`config.mk`:
```
export PLATFORM = sky130hd
export DESIGN_NAME = skc_recip
export DESIGN_NICKNAME = d
export VERILOG_FILES = /design/src/hw/rtl/skc_pkg.sv /design/src/hw/rtl/skc_recip.sv
export SDC_FILE = /design/constraint.sdc
export NUM_CORES = 1
export LEC_CHECK = 0
export BUFFER_PORTS_ARGS = -buffer_cell sky130_fd_sc_hd__buf_2
export CAP_MARGIN = 20
export CORE_MARGIN = 2
export CORE_UTILIZATION = 28
export CTS_BUF_LIST = sky130_fd_sc_hd__clkbuf_8
export CTS_CLUSTER_DIAMETER = 50
export DETAILED_ROUTE_END_ITERATION = 6
export RECOVER_POWER = 100
export SLEW_MARGIN = 20
export SYNTH_ARGS = -nofsm -noshare
export SYNTH_HDL_FRONTEND = slang
export SYNTH_SLANG_ARGS = --single-unit
```
`constraint.sdc`:
```
create_clock -name clk_i -period 7 [get_ports clk_i]
set_input_delay 0 -clock clk_i [delete_from_list [all_inputs] [get_ports clk_i]]
set_output_delay 0 -clock clk_i [all_outputs]
set_load 0.005 [all_outputs]
```
`src/hw/rtl/skc_pkg.sv`:
```
// Shared constants, types and saturating helpers for the scalar Kalman smoother.
`timescale 1ns / 1ps
package skc_pkg;

  localparam int unsigned DataW    = 32;
  localparam int unsigned FracW    = 16;
  localparam int unsigned MaxSteps = 1024;
  localparam int unsigned AddrW    = $clog2(MaxSteps);
  localparam int unsigned CountW   = AddrW + 1;
  localparam int unsigned IdxW     = 10;
  localparam int unsigned CfgIdxW  = 3;
  localparam int unsigned StepW    = 4;
  localparam int unsigned MulCntW  = $clog2(DataW);
  localparam int unsigned DivSteps = 2 * FracW + 1;
  localparam int unsigned DivCntW  = $clog2(DivSteps + 1);

  typedef logic signed [DataW-1:0] word_t;

  localparam word_t WordMax = {1'b0, {(DataW-1){1'b1}}};
  localparam word_t WordMin = {1'b1, {(DataW-1){1'b0}}};
  localparam word_t WordOne = word_t'(1) <<< FracW;

  // Register indexes of the configuration port
  localparam logic [CfgIdxW-1:0] CFG_INIT_VAR   = 3'd0;
  localparam logic [CfgIdxW-1:0] CFG_OBS_OFFSET = 3'd1;
  localparam logic [CfgIdxW-1:0] CFG_STATE_NVAR = 3'd2;
  localparam logic [CfgIdxW-1:0] CFG_TRANSITION = 3'd3;
  localparam logic [CfgIdxW-1:0] CFG_INTERCEPT  = 3'd4;
  localparam logic [CfgIdxW-1:0] CFG_NOISE_LOAD = 3'd5;
  localparam logic [CfgIdxW-1:0] CFG_OBS_LOAD   = 3'd6;

  localparam logic KIND_LOAD   = 1'b0;
  localparam logic KIND_SMOOTH = 1'b1;

  localparam logic [1:0] STATUS_OK    = 2'd0;
  localparam logic [1:0] STATUS_FULL  = 2'd1;
  localparam logic [1:0] STATUS_EMPTY = 2'd2;
  localparam logic [1:0] STATUS_BUSY  = 2'd3;

  // Sequence steps: last step of each item kind, and the reciprocal slot
  localparam logic [StepW-1:0] LOAD_LAST   = 4'd15;
  localparam logic [StepW-1:0] SMOOTH_LAST = 4'd13;
  localparam logic [StepW-1:0] RECIP_STEP  = 4'd3;

  typedef enum logic [2:0] {
    ST_IDLE,
    ST_READ,
    ST_ISSUE,
    ST_WAIT,
    ST_STORE,
    ST_RESULT
  } skc_state_e;

  // Saturating sum
  function automatic word_t sat_add(input word_t a, input word_t b);
    logic signed [DataW:0] s;
    s = {a[DataW-1], a} + {b[DataW-1], b};
    if (s[DataW] != s[DataW-1]) begin
      sat_add = s[DataW] ? WordMin : WordMax;
    end else begin
      sat_add = s[DataW-1:0];
    end
  endfunction

  // Saturating difference
  function automatic word_t sat_sub(input word_t a, input word_t b);
    logic signed [DataW:0] s;
    s = {a[DataW-1], a} - {b[DataW-1], b};
    if (s[DataW] != s[DataW-1]) begin
      sat_sub = s[DataW] ? WordMin : WordMax;
    end else begin
      sat_sub = s[DataW-1:0];
    end
  endfunction

endpackage

```
`src/hw/rtl/skc_recip.sv`:
```
// Bit-serial restoring divider that forms a saturated fixed-point reciprocal.
`timescale 1ns / 1ps
module skc_recip (
  input  logic                clk_i,
  input  logic                rst_ni,
  input  logic                start_i,
  input  skc_pkg::word_t      d_i,
  output logic                done_o,
  output skc_pkg::word_t      q_o
);

  logic                          busy_q, fin_q, neg_q, zero_q;
  logic [skc_pkg::DivCntW-1:0]   cnt_q;
  logic [skc_pkg::DataW-1:0]     dmag_q;
  logic [skc_pkg::DataW:0]       rem_q, quo_q, sh;
  logic                          fits;
  logic                          over;

  // Shift in the dividend bit: a single one at the top
  assign sh   = {rem_q[skc_pkg::DataW-1:0], (cnt_q == '0)};
  assign fits = (sh >= {1'b0, dmag_q});
  assign over = |quo_q[skc_pkg::DataW:skc_pkg::DataW-1];

  always_comb begin
    if (zero_q) begin
      q_o = skc_pkg::WordMax;
    end else if (!neg_q) begin
      q_o = over ? skc_pkg::WordMax : quo_q[skc_pkg::DataW-1:0];
    end else begin
      q_o = over ? skc_pkg::WordMin : -quo_q[skc_pkg::DataW-1:0];
    end
  end

  assign done_o = fin_q;

  always_ff @(posedge clk_i or negedge rst_ni) begin
    if (!rst_ni) begin
      busy_q <= 1'b0;
      fin_q  <= 1'b0;
      cnt_q  <= '0;
    end else begin
      fin_q <= 1'b0;
      if (start_i) begin
        busy_q <= 1'b1;
        cnt_q  <= '0;
      end else if (busy_q) begin
        cnt_q <= cnt_q + 1'b1;
        if (cnt_q == skc_pkg::DivCntW'(skc_pkg::DivSteps - 1)) begin
          busy_q <= 1'b0;
          fin_q  <= 1'b1;
        end
      end
    end
  end

  // One quotient bit per cycle
  always_ff @(posedge clk_i) begin
    if (start_i) begin
      dmag_q <= d_i[skc_pkg::DataW-1] ? -d_i : d_i;
      neg_q  <= d_i[skc_pkg::DataW-1];
      zero_q <= (d_i == '0);
      rem_q  <= '0;
      quo_q  <= '0;
    end else if (busy_q) begin
      rem_q <= fits ? (sh - {1'b0, dmag_q}) : sh;
      quo_q <= {quo_q[skc_pkg::DataW-1:0], fits};
    end
  end

endmodule

```
Word-level counts from Yosys, hierarchy flattened:

Index checks and enable logic that the tools add are counted.

* word-level logic and storage cells: 33
* output and inout bits: 33
* register bits: 107
* input bits: 35

* reductions and logical operators: 4
* add/sub/neg operators: 4
* equal/unequal tests: 1
* multiplexer cells: 14
* $lt $le $gt $ge: 1

Operators by type and width (number)
* $mux W32: 5
* $neg A32 Y32: 2
* $ge A33 B32 Y1: 1
* $logic_not A32 Y1: 1
* $sub A32 B32 Y32: 1
* $mux W31: 1
* $mux W6: 2
* $add A6 B1 Y6 const B: 1
* $eq A6 B6 Y1 const B: 1
* $logic_not A6 Y1: 1
* $mux W1: 6
* $reduce_bool A2 Y1: 1
* $reduce_or A2 Y1: 1

Longest topological paths before layout:

* word-level depth: 4
* depth in mapped cells: 15
* mapped depth without buffers: 15

Worst setup path after synthesis:

OpenSTA, ideal clock, no wires.

* kind: register to register
* from: reg cnt_q[0] (netlist name)
* to: reg rem_q[26] (netlist name)
* data required time: 6.912 ns
* clock period less this slack: 3.533 ns
* buffers on the path: 0
* stages on the path, launching flop included: 16
* arrival: 3.445 ns
* path slack: 3.467 ns
* library setup time: 0.088 ns
* path through: dfrtp_1 > inv_1 > ha_1 > nor4b_1 > nand2b_1 > ha_1 > inv_1 > fa_1 > a21o_1 > a221oi_4 > o311ai_2 > o31a_1 > a41o_1 > or3_1 > a31o_1 > a311oi_2

* word-level cells in the longest chain between the ends: 3
* elaborated cells between the ends (all ways): 4
* those cells by class: 1 x add/sub; 1 x order compare; 1 x mux; 1 x reduce/logical

RTL lines
* start: declaration: RTL line skc_recip.sv:13 `logic [skc_pkg::DivCntW-1:0] cnt_q;`
* start signal: assignment: RTL line skc_recip.sv:47 `cnt_q <= cnt_q + 1'b1;`
* $logic_not A6 Y1 (*): RTL line skc_recip.sv:20 `assign sh = {rem_q[skc_pkg::DataW-1:0], (cnt_q == '0)};`
* $sub A32 B32 Y32 / $ge A33 B32 Y1 (equally long branches): RTL line skc_recip.sv:65, skc_recip.sv:21
* $mux W32 (*): RTL line skc_recip.sv:65 `rem_q <= fits ? (sh - {1'b0, dmag_q}) : sh;`
* end signal: assignment: RTL line skc_recip.sv:65
* end: declaration: RTL line skc_recip.sv:15 `logic [skc_pkg::DataW:0] rem_q, quo_q, sh;`

Mark *: on every way between the ends. The rest lies on a longest branch, timed or not.
A chain may end at the register's enable or synchronous reset.

Worst setup path in the final report:

* from: reg cnt_q[0] (netlist name)
* to: reg rem_q[0] (netlist name)

Same word-level chain as after synthesis.

==> metrics.cfg <==
[timing]
clock_skew_ps=15.2
holdWs_ps=13.1
report.final.slew_viol_count=80
period_needed_ps=4880
setup-tns-final_ps=0
fin_ws_ps=2120
finalHoldViolations=0
max-slew-margin-rel=-1.46
grt_setup_unrepaired=false
finalSetupViolations=0
finalCritPeriodShare=0.697
tightest_slew_ps=3690
fmax_mhz=205

[power_and_ir_drop]
peakVddDrop_uv=133
powerDensity_nw_per_um2=269
power_leakage_uw=0.00367

[global_routing]
gr-usage-all-layers=0.137
grt_pass1_wl_mm=32.0
overflow=0
grt_max_degree=80
antenna_found_initial=0
grt_pass1_vias=6268

[floorplanning]
coreArea_um2=26200
start_util=0.287
chipHeight_um=168
rows=59
dieWidth_um=168
die_area_um2=28200
pin_count=68

[synthesis]
synthArstFlopShare=0.0748
synth_seq_area_share=0.336
yosysMostFrequentCell=nor2_1
syn_avg_cell_area_um2=8.29
synth_fa_ha_area_frac=0.0626
synth_compound_gate_area_share=0.203
synth_top_family_by_area=simple AND/OR/NAND/NOR gates
synth_xor_area_frac=0.0851
synth_seq_cells=107
synth-main-ff-cell=dfxtp_1
synth_mux_area_frac=0.0481
yosys.area.top_type=dfxtp_1
yosys-top-cells-count=nor2_1 (111), nand2_1 (81), dfxtp_1 (65)
synthSimpleGateAreaFrac=0.217
yosysTopAreaCellShare=0.173
synth_fp_nets=978
ys_top_cells_by_area=dfxtp_1 (17%), edfxtp_1 (14%), xnor2_1 (7.1%)
yosysWarningCount=0
synth_cell_types=70
synth_cells=906
synth_edf_count=34
netlist_area_um2=7510

[clock_network]
clk_pin_slew_ps=100
clk-insertion-delay-late_ps=420
h-tree-depth=3
clk_root_buffer_cell=clkbuf_8
postCtsHoldBufs=32
cts.sinks=107
cts_tree=done
clockBufferDepth=2
numCtsBuffers=9
post-cts-setup-buffers=0
cts_resized=0

[setup_path]
r2r_end=rem_q[0]$_SDFFE_PP0P_
worstPathRequired_ps=7280
path_class=flip-flop to flip-flop
worst_r2r_path_depth=14
cp-endpoint=rem_q[0]$_SDFFE_PP0P_
cpMostUsedCell=ha_1
timing.rr.start=cnt_q[0]$_DFFE_PN0P_
cp-start-kind=flip-flop
worstPathMaxFanout=19
critPathLaunch=cnt_q[0]$_DFFE_PN0P_
path_cells=inv_1 > ha_1 > nor4b_1 > nand2b_1 > ha_1 > nor2b_1 > o211a_1 > o21a_1 > o221ai_1 > o21ai_0 > a21oi_1 > clkbuf_1 > mux2_2 > a211oi_1
rrSetupSlack_ps=2120
cpPeakStageDelay_ps=1170
cp.arrival_ps=5160
end_kind=flip-flop
slowest_stage=a21oi_1

[placement]
dp_slack_ps=2900
port_buffers=67
gp_congestion=0.895
post-dp-hpwl_mm=13.6
place_inst=1268

[layout]
area_growth_pct=14.4
finalNetCount=1048
nFillCells=2731
layout-drive-gt1-share=0.0765
layout.cells.non_filler=1316
antenna_cells=0

[drt]
dr_total_vias=6762
viasPerCell=5.14
drtIter0Drc=465
drtAntennaViolNets=0
drt_pass1_iterations=4
drt-total-wl_mm=18.8
wl_per_cell_um=14.3
drc_errors=0

[min_path]
hp-class=primary input to flip-flop

[run_status]
outcome=finished, violations left
violations=max-capacitance violations, max-slew violations

[job]
maxCapViolCount=1

per-layer routing:
metal | vias up | global-route usage | share of wire
met2 | 129 | 0.213 | 0.44
met5 | - | 0 | 0
met3 | 21 | 0.0146 | 0.033
met4 | 0 | 0.0510 | 0.021
li1 | 3416 | - | -
met1 | 3196 | 0.196 | 0.50
state kept, by name, summed over array words and instances (netlist names):
signal  flops
cnt_q       6
rem_q      32
neg_q       1
dmag_q     32
done_o      1
zero_q      1
quo_q      33
busy_q      1
layout by cell type (no fill, tap or decap), drive strengths merged, types with 8 or more instances in the layout:
cell,count
or4,11
clkbuf,33
dfxtp,65
o41ai,10
ha,36
xor2,12
nor2,111
a311oi,21
nand3,14
nand4,13
o21ai,45
buf,47
o31ai,15
dlygate4sd3,32
mux2i,35
edfxtp,34
nand2b,35
o22ai,12
nand2,81
a21oi,49
xnor2,61
inv,53
nor3,20
or2,8
dfrtp,8
a21o,11
or3,10
report_power, final:
group,switching (µW),total (µW),internal (µW)
sequential,73.1,807,734
clock,238,410,172
combinational,651,1100,447
total,961,2310,1350
stage by stage:
step	util	area, µm²	total power [µW]
2_1_floorplan	-	7510	1630
3_3_place_gp	0.311	8140	1910
3_5_place_dp	0.311	8140	1910
4_1_cts	0.331	8670	2340
5_1_grt	0.328	8600	2500
6_report	0.328	8600	2310
critical path: cells and delay by family, from the launching register on:
family / cells / cell delay, ps
compound gates: 6 / 2330
buf+inv: 2 / 820
flops: 1 / 420
mux: 1 / 410
fa+ha+maj: 2 / 390
simple gates: 3 / 370
worst min path at each step:
stage | start | to | slack, ps | cells after the start
after detailed placement | rst_ni | done_o$_DFF_PN0_ | -150 | 1
after CTS | d_i[21] | dmag_q[21]$_DFFE_PP_ | 10 | 2
after global routing | d_i[21] | dmag_q[21]$_DFFE_PP_ | 40 | 2
final | d_i[21] | dmag_q[21]$_DFFE_PP_ | 10 | 2
after global placement | rst_ni | done_o$_DFF_PN0_ | -150 | 1
after floorplan | rst_ni | busy_q$_DFF_PN0_ | -300 | 0
kinds of logic (layout without fill, tap and decap cells):
| logic type | after synthesis | count (layout) |
|---|---|---|
| DFF | 107 | 107 |
| muxes | 36 | 36 |
| AOI/OAI and AO/OA | 221 | 221 |
| buffers and inverters | 96 | 171 |
| xor gates and xnor gates | 73 | 73 |
| and+or+nand+nor | 336 | 336 |
| adders and majority gates | 37 | 37 |
final cells by class:
cell class	count	area, µm²	area share
multi-input combinational	703	4600	0.535
sequential	107	2530	0.294
timing repair buffer	103	649	0.0755
tap	335	419	0.0488
inverter	52	195	0.0227
clock buffer	9	124	0.0144
clock inverter	7	85.1	0.00990
No activity file was read; power rests on OpenSTA's default activity.
