**config.mk**
```make
export PLATFORM = sky130hd
export DESIGN_NAME = skc_mul
export DESIGN_NICKNAME = d
export VERILOG_FILES = /design/src/hw/rtl/skc_pkg.sv /design/src/hw/rtl/skc_mul.sv
export SDC_FILE = /design/constraint.sdc
export NUM_CORES = 1
export LEC_CHECK = 0
export ABC_AREA = 0
export BUFFER_PORTS_ARGS = -buffer_cell sky130_fd_sc_hd__buf_2
export CORE_ASPECT_RATIO = 1.2
export CORE_MARGIN = 4
export CORE_UTILIZATION = 30
export CTS_BUF_LIST = sky130_fd_sc_hd__clkbuf_8
export DETAILED_ROUTE_END_ITERATION = 12
export GPL_TIMING_DRIVEN = 0
export SLEW_MARGIN = 40
export SYNTH_ARGS = -nofsm -noshare
export SYNTH_HDL_FRONTEND = slang
export SYNTH_SLANG_ARGS = --single-unit
```
**constraint.sdc**
```tcl
create_clock -name clk_i -period 5.7 [get_ports clk_i]
set_clock_uncertainty 0.1 [all_clocks]
set_input_delay 1.14 -clock clk_i [delete_from_list [all_inputs] [get_ports clk_i]]
set_output_delay 1.14 -clock clk_i [all_outputs]
set_load 0.02 [all_outputs]
```
**src/hw/rtl/skc_pkg.sv**
```systemverilog
// Shared constants, types and saturating helpers for the scalar Kalman smoother.
`timescale 1ns / 1ps
package skc_pkg;

  localparam int unsigned DataW    = 32;
  localparam int unsigned FracW    = 16;
  localparam int unsigned MaxSteps = 1024;
  localparam int unsigned AddrW    = $clog2(MaxSteps);
  localparam int unsigned CountW   = AddrW + 1;
  localparam int unsigned IdxW     = 10;
  localparam int unsigned CfgIdxW  = 3;
  localparam int unsigned StepW    = 4;
  localparam int unsigned MulCntW  = $clog2(DataW);
  localparam int unsigned DivSteps = 2 * FracW + 1;
  localparam int unsigned DivCntW  = $clog2(DivSteps + 1);

  typedef logic signed [DataW-1:0] word_t;

  localparam word_t WordMax = {1'b0, {(DataW-1){1'b1}}};
  localparam word_t WordMin = {1'b1, {(DataW-1){1'b0}}};
  localparam word_t WordOne = word_t'(1) <<< FracW;

  // Register indexes of the configuration port
  localparam logic [CfgIdxW-1:0] CFG_INIT_VAR   = 3'd0;
  localparam logic [CfgIdxW-1:0] CFG_OBS_OFFSET = 3'd1;
  localparam logic [CfgIdxW-1:0] CFG_STATE_NVAR = 3'd2;
  localparam logic [CfgIdxW-1:0] CFG_TRANSITION = 3'd3;
  localparam logic [CfgIdxW-1:0] CFG_INTERCEPT  = 3'd4;
  localparam logic [CfgIdxW-1:0] CFG_NOISE_LOAD = 3'd5;
  localparam logic [CfgIdxW-1:0] CFG_OBS_LOAD   = 3'd6;

  localparam logic KIND_LOAD   = 1'b0;
  localparam logic KIND_SMOOTH = 1'b1;

  localparam logic [1:0] STATUS_OK    = 2'd0;
  localparam logic [1:0] STATUS_FULL  = 2'd1;
  localparam logic [1:0] STATUS_EMPTY = 2'd2;
  localparam logic [1:0] STATUS_BUSY  = 2'd3;

  // Sequence steps: last step of each item kind, and the reciprocal slot
  localparam logic [StepW-1:0] LOAD_LAST   = 4'd15;
  localparam logic [StepW-1:0] SMOOTH_LAST = 4'd13;
  localparam logic [StepW-1:0] RECIP_STEP  = 4'd3;

  typedef enum logic [2:0] {
    ST_IDLE,
    ST_READ,
    ST_ISSUE,
    ST_WAIT,
    ST_STORE,
    ST_RESULT
  } skc_state_e;

  // Saturating sum
  function automatic word_t sat_add(input word_t a, input word_t b);
    logic signed [DataW:0] s;
    s = {a[DataW-1], a} + {b[DataW-1], b};
    if (s[DataW] != s[DataW-1]) begin
      sat_add = s[DataW] ? WordMin : WordMax;
    end else begin
      sat_add = s[DataW-1:0];
    end
  endfunction

  // Saturating difference
  function automatic word_t sat_sub(input word_t a, input word_t b);
    logic signed [DataW:0] s;
    s = {a[DataW-1], a} - {b[DataW-1], b};
    if (s[DataW] != s[DataW-1]) begin
      sat_sub = s[DataW] ? WordMin : WordMax;
    end else begin
      sat_sub = s[DataW-1:0];
    end
  endfunction

endpackage

```
**src/hw/rtl/skc_mul.sv**
```systemverilog
// Bit-serial fixed-point multiplier with rounding and saturation.
`timescale 1ns / 1ps
module skc_mul (
  input  logic                clk_i,
  input  logic                rst_ni,
  input  logic                start_i,
  input  skc_pkg::word_t      a_i,
  input  skc_pkg::word_t      b_i,
  output logic                done_o,
  output skc_pkg::word_t      p_o
);

  logic                          busy_q, fin_q, neg_q;
  logic [skc_pkg::MulCntW-1:0]   cnt_q;
  logic [2*skc_pkg::DataW-1:0]   prod_q;
  logic [skc_pkg::DataW-1:0]     mcand_q;
  logic [skc_pkg::DataW:0]       sum;
  logic [2*skc_pkg::DataW-1:0]   rnd;
  logic                          over;
  logic [skc_pkg::DataW-1:0]     mag_q;

  // Add the multiplicand into the top half when the low bit is set
  assign sum = {1'b0, prod_q[2*skc_pkg::DataW-1:skc_pkg::DataW]}
             + (prod_q[0] ? {1'b0, mcand_q} : '0);

  // Round half away from zero on the magnitude, then saturate
  assign rnd  = prod_q + ((2*skc_pkg::DataW)'(1) << (skc_pkg::FracW - 1));
  assign over = |rnd[2*skc_pkg::DataW-1:skc_pkg::FracW+skc_pkg::DataW-1];
  assign mag_q = rnd[skc_pkg::FracW+skc_pkg::DataW-1:skc_pkg::FracW];

  always_comb begin
    if (!neg_q) begin
      p_o = over ? skc_pkg::WordMax : mag_q;
    end else begin
      p_o = over ? skc_pkg::WordMin : -mag_q;
    end
  end

  assign done_o = fin_q;

  always_ff @(posedge clk_i or negedge rst_ni) begin
    if (!rst_ni) begin
      busy_q <= 1'b0;
      fin_q  <= 1'b0;
      cnt_q  <= '0;
    end else begin
      fin_q <= 1'b0;
      if (start_i) begin
        busy_q <= 1'b1;
        cnt_q  <= '0;
      end else if (busy_q) begin
        cnt_q <= cnt_q + 1'b1;
        if (cnt_q == skc_pkg::MulCntW'(skc_pkg::DataW - 1)) begin
          busy_q <= 1'b0;
          fin_q  <= 1'b1;
        end
      end
    end
  end

  // Load magnitudes, then shift one multiplier bit per cycle
  always_ff @(posedge clk_i) begin
    if (start_i) begin
      mcand_q <= a_i[skc_pkg::DataW-1] ? -a_i : a_i;
      prod_q  <= {{skc_pkg::DataW{1'b0}}, (b_i[skc_pkg::DataW-1] ? -b_i : b_i)};
      neg_q   <= a_i[skc_pkg::DataW-1] ^ b_i[skc_pkg::DataW-1];
    end else if (busy_q) begin
      prod_q <= {sum, prod_q[skc_pkg::DataW-1:1]};
    end
  end

endmodule

```
; ---- Word level (Yosys, flattened, before mapping)
; Cells that the tools add are included.
[totals]
regBits = 104
latch_bits = 0
ramBits = 0
romBits = 0
inputBits = 67
output_inout_bits = 33
elab_cells = 34
mem_count = 0
[classes]
add_sub_neg = 6
mul = 0
n_div = 0
order_cmp = 0
n_eq_ne = 1
n_shift = 0
mux = 16
bitwise_logic = 1
n_reduce_logical = 2
[op_table]
columns = op, n
row1 = 2-to-1 mux 32 bit, 7
row2 = negation 32 bit, 3
row3 = "adder 64 x 16 -> 64 bit, second input constant", 1
row4 = adder 32 x 32 -> 33 bit, 1
row5 = 2-to-1 mux 31 bit, 1
row6 = OR reduction 17 bit, 1
row7 = 2-to-1 mux 5 bit, 2
row8 = 2-to-1 mux 1 bit, 6
row9 = "adder 5 x 1 -> 5 bit, second input constant", 1
row10 = "== test 5 bit, second input constant", 1
row11 = nonzero test 2 bit, 1
row12 = bitwise XOR 1 bit, 1

; ---- Longest topological paths before layout
; Gate-level depths: netlist of the first run.
[logic_depth]
depth_word = 4
mapped_depth = 15
depth_no_buf = 12

; ---- Least setup slack after synthesis of the first run
; No wires, ideal clock.
[synth_path]
path_type = register -> output
startpoint = register prod_q[15] (netlist bit)
endpoint = output p_o[30]
arrival_time_ns = 3.517
required_time_ns = 4.460
path_slack_ns = 0.943
path_stages_with_launch = 13
n_path_buf = 2
cell_sequence = edfxtp_1 -> ha_1 -> buf_2 -> and3_1 -> buf_4 -> xnor2_1 -> nand3_1 -> a211oi_1 -> nand4b_1 -> nor2_1 -> nor4b_1 -> mux2_1 -> o22ai_1
[synth_between]
elab_chain_len = 4
elab_cells_between_ends = 6
classes_between = 2 x add/sub / 3 x mux / 1 x reduce/logical
[synth_lines]
columns = item, line
row1 = start: declaration, skc_mul.sv:15  ; logic [2*skc_pkg::DataW-1:0] prod_q;
row2 = start signal: assignment, skc_mul.sv:65  ; prod_q <= {{skc_pkg::DataW{1'b0}}, (b_i[skc_pkg::DataW-1] ? -b_i : b_i)};
row3 = start signal: assignment, skc_mul.sv:68  ; prod_q <= {sum, prod_q[skc_pkg::DataW-1:1]};
row4 = adder 64 x 16 -> 64 bit *, skc_mul.sv:27  ; assign rnd = prod_q + ((2*skc_pkg::DataW)'(1) << (skc_pkg::FracW - 1));
row5 = negation 32 bit or OR reduction 17 bit (tied branches), "skc_mul.sv:35, skc_mul.sv:28"
row6 = "2-to-1 mux 32 bit, on equally long branches", "skc_mul.sv:35, skc_mul.sv:33"
row7 = 2-to-1 mux 32 bit *, skc_mul.sv:32  ; if (!neg_q) begin
row8 = end: declaration, skc_mul.sv:10  ; output skc_pkg::word_t p_o
; Mark *: on every way between the ends. The rest lies on a longest branch, timed or not.

; ---- Final worst setup path of the first run
[layout_path]
startpoint = register prod_q[15] (netlist bit)
endpoint = output p_o[29]
; The elaborated chain is that of the path after synthesis.

==> metrics.txt, run 1 <==
Main synth FF type=edfxtp_1; clk buf depth=2; startpoint types=flip-flop; wire per inst=15.5 um; top-count cell post-synth=nor2_1; Initial Util=30.3%; Die Y-Extent=200 um; placed cell count=1582; initial antenna violation count=0; Worst Path Max Fanout=9; die width=168 um; drc violations=0; HP Start=cnt_q[4]$_DFFE_PN0P_; CP required=4.46 ns; Core Area=30400 um2; PwrDens=292 nW/um2; reg-to-reg startpoint=prod_q[0]$_DFFE_PP_; total power=3.06 mW; sequential fraction of the synthesis area=30.1%; I/O Buffers=99; number of global-route vias before repair=7858; final wirelength=24800 um; syn nets=1193; Initial DRT Pass Iterations=5; TritonCTS clock tree=done; total number of vias=8370; crit path time final=5.49 ns; Cell Count, Final, Fillers Out=1600; critical path class=reg2out; Final Hold Fails=0; Period Utilization, post-route=96.3%; RSZ-0062 raised after global routing=false; fmax=182 MHz; Max-Cap Viols=0; # diodes=0; status=completed; Slew headroom=42.9%; Worst path slowest cell=edfxtp_1; WP data arrival=4.25 ns; syn_area_per_cell=8.47 um2; Slew @ Worst Pin=0.849 ns; Setup crit start=prod_q[15]$_DFFE_PP_; Final ANT Viol Nets=0; EDFF count, synth=65; area delta synth->final=13.6%; H-tree levels=3; clock root cell=clkbuf_8; Clock transition at path regs=0.11 ns; TritonCTS buffer count=9; static leakage=4.25 nW; Cells after Synth=1087; Max IR drop VDD=0.120 mV; worst skew pair latency=0.39 ns; cell mode on critical path=buf_2; Fillers=3179; Setup violations, final=0; worst hold path class=reg2reg; fin. max-slew vios=0; share of cells above drive strength 1=14.5%; Setup crit end kind=primary output; Setup TNS Final=0 ns; Ys Warns=0; crit-path cells=ha_1 > buf_2 > and3_1 > buf_4 > xnor2_2 > o2111ai_1 > a21oi_1 > nand4b_1 > or3_1 > or2_2 > o221a_2 > buf_2; Cell Rows=70; post-synth top area share=21.2%; first-pass GRT wire length=39900 um; Via density=5.23; DIE AREA=33600 um2; Synth cell types=81; synthesized area=9200 um2; GRT Overall Usage=14.2%; # nets final=1305; IO Count=100; Commonest cells post-synth=nor2_1 (101), a21oi_1 (78), nand2_1 (73); CP max stage delay=0.52 ns; Hold Buf Count CTS=0; maximum number of pins on one net before global-route repair=35; Async S/R FF share, synth=6.73%; HPWL after DPL=19700 um; ranking of synthesized cells by area=edfxtp_1 (21%), dfxtp_1 (7.0%), xnor2_1 (6.2%); grt ovf=0; #FFs+latches synth=104; Sinks on Clock Net=104; final RePlAce weighted congestion=0.871; Iter 0 DRT Violations=591; area leader, netlist=edfxtp_1
-- through the flow --
stage / hold slack, ns / setup WS (ns) / cell area [um2] / util, %
after floorplan: 0.393 / 0.943 / 9200 / -
after global placement: 0.414 / 0.0373 / 10200 / 33.5
after detailed placement: 0.424 / 0.0179 / 10200 / 33.5
after CTS: 0.445 / 0.00324 / 10400 / 34.2
after global routing: 0.467 / 0.00224 / 10500 / 34.4
final: 0.436 / 0.212 / 10500 / 34.4
-- layout make-up --
type | count | area [um2] | share of cell area, %
multi-input cells | 901 | 6140 | 58.7
flip-flops and latches | 104 | 2770 | 26.5
repair buffers | 101 | 510 | 4.88
well taps | 396 | 495 | 4.74
plain buffers | 59 | 277 | 2.65
clock buffers | 9 | 124 | 1.18
inverters | 23 | 86.3 | 0.826
clock inverters | 7 | 56.3 | 0.539
-- placed cells by master, fill, tap and decap left out, types with 23 or more instances in the layout --
cell type and instances:
buf_2 113, nor2_1 101, a21oi_1 78, nand2_1 73
edfxtp_1 65, xnor2_1 64, xor2_1 61, o21ai_0 61
nand3_1 47, ha_1 38, and2_1 37, clkbuf_1 33
dfxtp_1 32, a21o_1 28, inv_1 24, mux2i_1 24
o31ai_1 23
-- path summary, 6_finish.rpt --
check                                     endpoint  slack, ns  depth (start not counted)
setup / recovery                           p_o[29]       0.21                         12
hold / removal                cnt_q[4]$_DFFE_PN0P_       0.44                          2
setup reg to reg           prod_q[62]$_SDFFE_PP0P_       1.65                         12
hold reg to reg               cnt_q[4]$_DFFE_PN0P_       0.44                          2
max in group asynchronous     cnt_q[3]$_DFFE_PN0P_       4.85                          1
min in group asynchronous         done_o$_DFF_PN0_       0.48                          1
-- cell families after synthesis --
group / count (synthesis) / share of synthesized area, %
AO/OA/AOI/OAI: 292 / 21.0
XOR/XNOR: 126 / 12.0
adder cells (fa/ha/maj): 39 / 5.38
buffers and inverters: 82 / 3.94
flip-flops: 104 / 30.1
multiplexers: 27 / 2.98
AND/OR/NAND/NOR: 417 / 24.6
-- critical path, delay by kind of cell (launching register included) --
family | cells | cell delay, ns
flip-flops | 1 | 0.52
XOR/XNOR | 1 | 0.30
buffers and inverters | 3 | 0.51
AO/OA/AOI/OAI | 3 | 0.99
adder cells (fa/ha/maj) | 1 | 0.24
AND/OR/NAND/NOR | 4 | 1.30
-- registers in the layout, indices dropped and copies added, names as in the netlist --
register and flops:
busy_q 1, cnt_q 5, done_o 1, mcand_q 32, neg_q 1, prod_q 64
-- repair_timing --
action	in CTS	in global routing
pin swaps	0	2
endpoints found under the setup margin	3	32
gates resized for setup	2	7
setup buffers	0	2
-- power breakdown --
| group | leakage [nW] | internal (mW) | total (mW) | switching [mW] |
|---|---|---|---|---|
| Sequential | 1.01 | 0.943 | 1.13 | 0.182 |
| Clock | 0.0989 | 0.196 | 0.441 | 0.245 |
| Combinational | 3.14 | 0.619 | 1.49 | 0.871 |
| Total | 4.25 | 1.76 | 3.06 | 1.30 |
-- per-layer routing --
layer  wire length, um  global-route usage (%)  part of all wire (%)  vias to the layer above
met5                 0                       0                     0                        -
met4               471                    4.33                   1.9                        0
met3               892                    1.79                   3.6                       31
met2             11700                    24.1                    47                      183
met1             11700                    19.0                    47                     3874
li1                  -                       -                     -                     4282
(Power assumes the default switching activity.)
==> run 2, diff against run 1 <==
==> constraint.sdc (replaced) <==
create_clock -name clk_i -period 5.14 [get_ports clk_i]
set_clock_uncertainty 0.1 [all_clocks]
set_input_delay 0.771 -clock clk_i [delete_from_list [all_inputs] [get_ports clk_i]]
set_output_delay 0.771 -clock clk_i [all_outputs]
set_load 0.02 [all_outputs]
==> metrics.txt, run 2 (synthesis gave the netlist of run 1 again) <==
status=completed; # nets final=1316; Initial DRT Pass Iterations=5; reg-to-reg startpoint=prod_q[0]$_DFFE_PP_; critical path class=reg2out; CP required=4.27 ns; share of cells above drive strength 1=15.6%; Worst Path Max Fanout=9; # diodes=0; Via density=5.22; Largest regs=prod_q: 64 flops, mcand_q: 32 flops, cnt_q: 5 flops; Worst Setup EP=p_o[29]; Sinks on Clock Net=104; Fillers=3177; fin. max-slew vios=0; Hold Buf Count CTS=0; Slew headroom=44.3%; Setup violations, final=0; Max IR drop VDD=0.135 mV; Most flops, register=prod_q; total number of vias=8403; FF-to-FF End=prod_q[62]$_SDFFE_PP0P_; crit path time final=4.94 ns; H-tree levels=3; TritonCTS clock tree=done; final RePlAce weighted congestion=0.871; Die Y-Extent=200 um; Setup TNS Final=0 ns; r2r setup slk=1.08 ns; number of global-route vias before repair=7870; static leakage=4.30 nW; maximum number of pins on one net before global-route repair=35; Period Utilization, post-route=96.0%; Final Hold Fails=0; Slew @ Worst Pin=0.828 ns; Initial Util=30.3%; Core Area=30400 um2; clock root cell=clkbuf_8; drc violations=0; commonest non-fill, non-tap cells in the layout=buf_2 (107), nor2_1 (100), a21oi_1 (77), nand2_1 (73), edfxtp_1 (65); wire per inst=15.4 um; GRT Overall Usage=14.2%; Final ANT Viol Nets=0; placed cell count=1582; TritonCTS buffer count=9; clk buf depth=2; Largest register FFs=64; Cell Rows=70; I/O Buffers=99; grt ovf=0; startpoint types=flip-flop; PwrDens=322 nW/um2; RSZ-0062 raised after global routing=false; initial antenna violation count=0; Clock transition at path regs=0.11 ns; WHS=0.107 ns; Util after Layout=34.8%; first-pass GRT wire length=40000 um; Setup crit start=prod_q[15]$_DFFE_PP_; final wirelength=24800 um; IO Count=100; DIE AREA=33600 um2; Iter 0 DRT Violations=498; leading cell type in the layout, fill and taps excluded=buf_2; worst hold path class=in2async; area delta synth->final=14.9%; WP data arrival=4.07 ns; die width=168 um; Max-Cap Viols=0; HPWL after DPL=19700 um; Cell Count, Final, Fillers Out=1611; Setup crit end kind=primary output; fmax=203 MHz; Worst Reg-to-Reg Cells=12; worst skew pair latency=0.39 ns
run 2: critical path, stage by stage, from the launching register on:
cell and delay, ns:
edfxtp_1 0.50, ha_1 0.24, clkbuf_4 0.17, and3_1 0.20, buf_6 0.14, xnor2_2 0.30, o2111ai_1 0.33, a21oi_2 0.33
nand4b_1 0.28, or3_1 0.49, or2_2 0.29, o221a_2 0.24, buf_2 0.16
run 2: cell type report:
class	instances	area (um2)	share of cell area (%)
plain buffers	59	290	2.75
clock buffers	9	124	1.17
clock inverters	7	56.3	0.533
inverters	23	86.3	0.817
multi-input cells	901	6150	58.2
flip-flops and latches	104	2770	26.2
well taps	396	495	4.69
repair buffers	112	598	5.66
run 2: stage by stage:
stage,setup WS [ns],power (mW),area [um2]
CTS,0.00335,3.40,10400
global route,0.00357,3.67,10600
finish,0.203,3.41,10600
detailed placement,-0.173,2.90,10200
floorplan,0.752,2.44,9200
global placement,-0.154,2.87,10200
run 2: worst min path at each step:
stage / start / cells past startpoint / to
global route: rst_ni / 1 / cnt_q[0]$_DFFE_PN0P_
finish: rst_ni / 1 / done_o$_DFF_PN0_
CTS: rst_ni / 1 / busy_q$_DFF_PN0_
detailed placement: cnt_q[4]$_DFFE_PN0P_ / 2 / cnt_q[4]$_DFFE_PN0P_
floorplan: rst_ni / 0 / busy_q$_DFF_PN0_
global placement: cnt_q[3]$_DFFE_PN0P_ / 2 / cnt_q[3]$_DFFE_PN0P_
run 2: metal layers:
| metal | wire, um | vias to the layer above | GRT usage [%] |
|---|---|---|---|
| li1 | - | 4316 | - |
| met1 | 11800 | 3884 | 19.0 |
| met2 | 11600 | 172 | 24.1 |
| met3 | 912 | 31 | 1.81 |
| met4 | 472 | 0 | 4.48 |
| met5 | 0 | - | 0 |
run 2: power by group:
group | switching [mW] | internal, mW | total [mW]
Sequential | 0.201 | 1.05 | 1.25
Clock | 0.275 | 0.217 | 0.492
Combinational | 0.969 | 0.699 | 1.67
run 2: repair_timing:
item | 4_1_cts | 5_1_grt
setup endpoints to repair | 30 | 30
resized for setup | 8 | 13
hold endpoints to repair | 0 | 0
buffers inserted | 0 | 13
pin swaps | 2 | 5
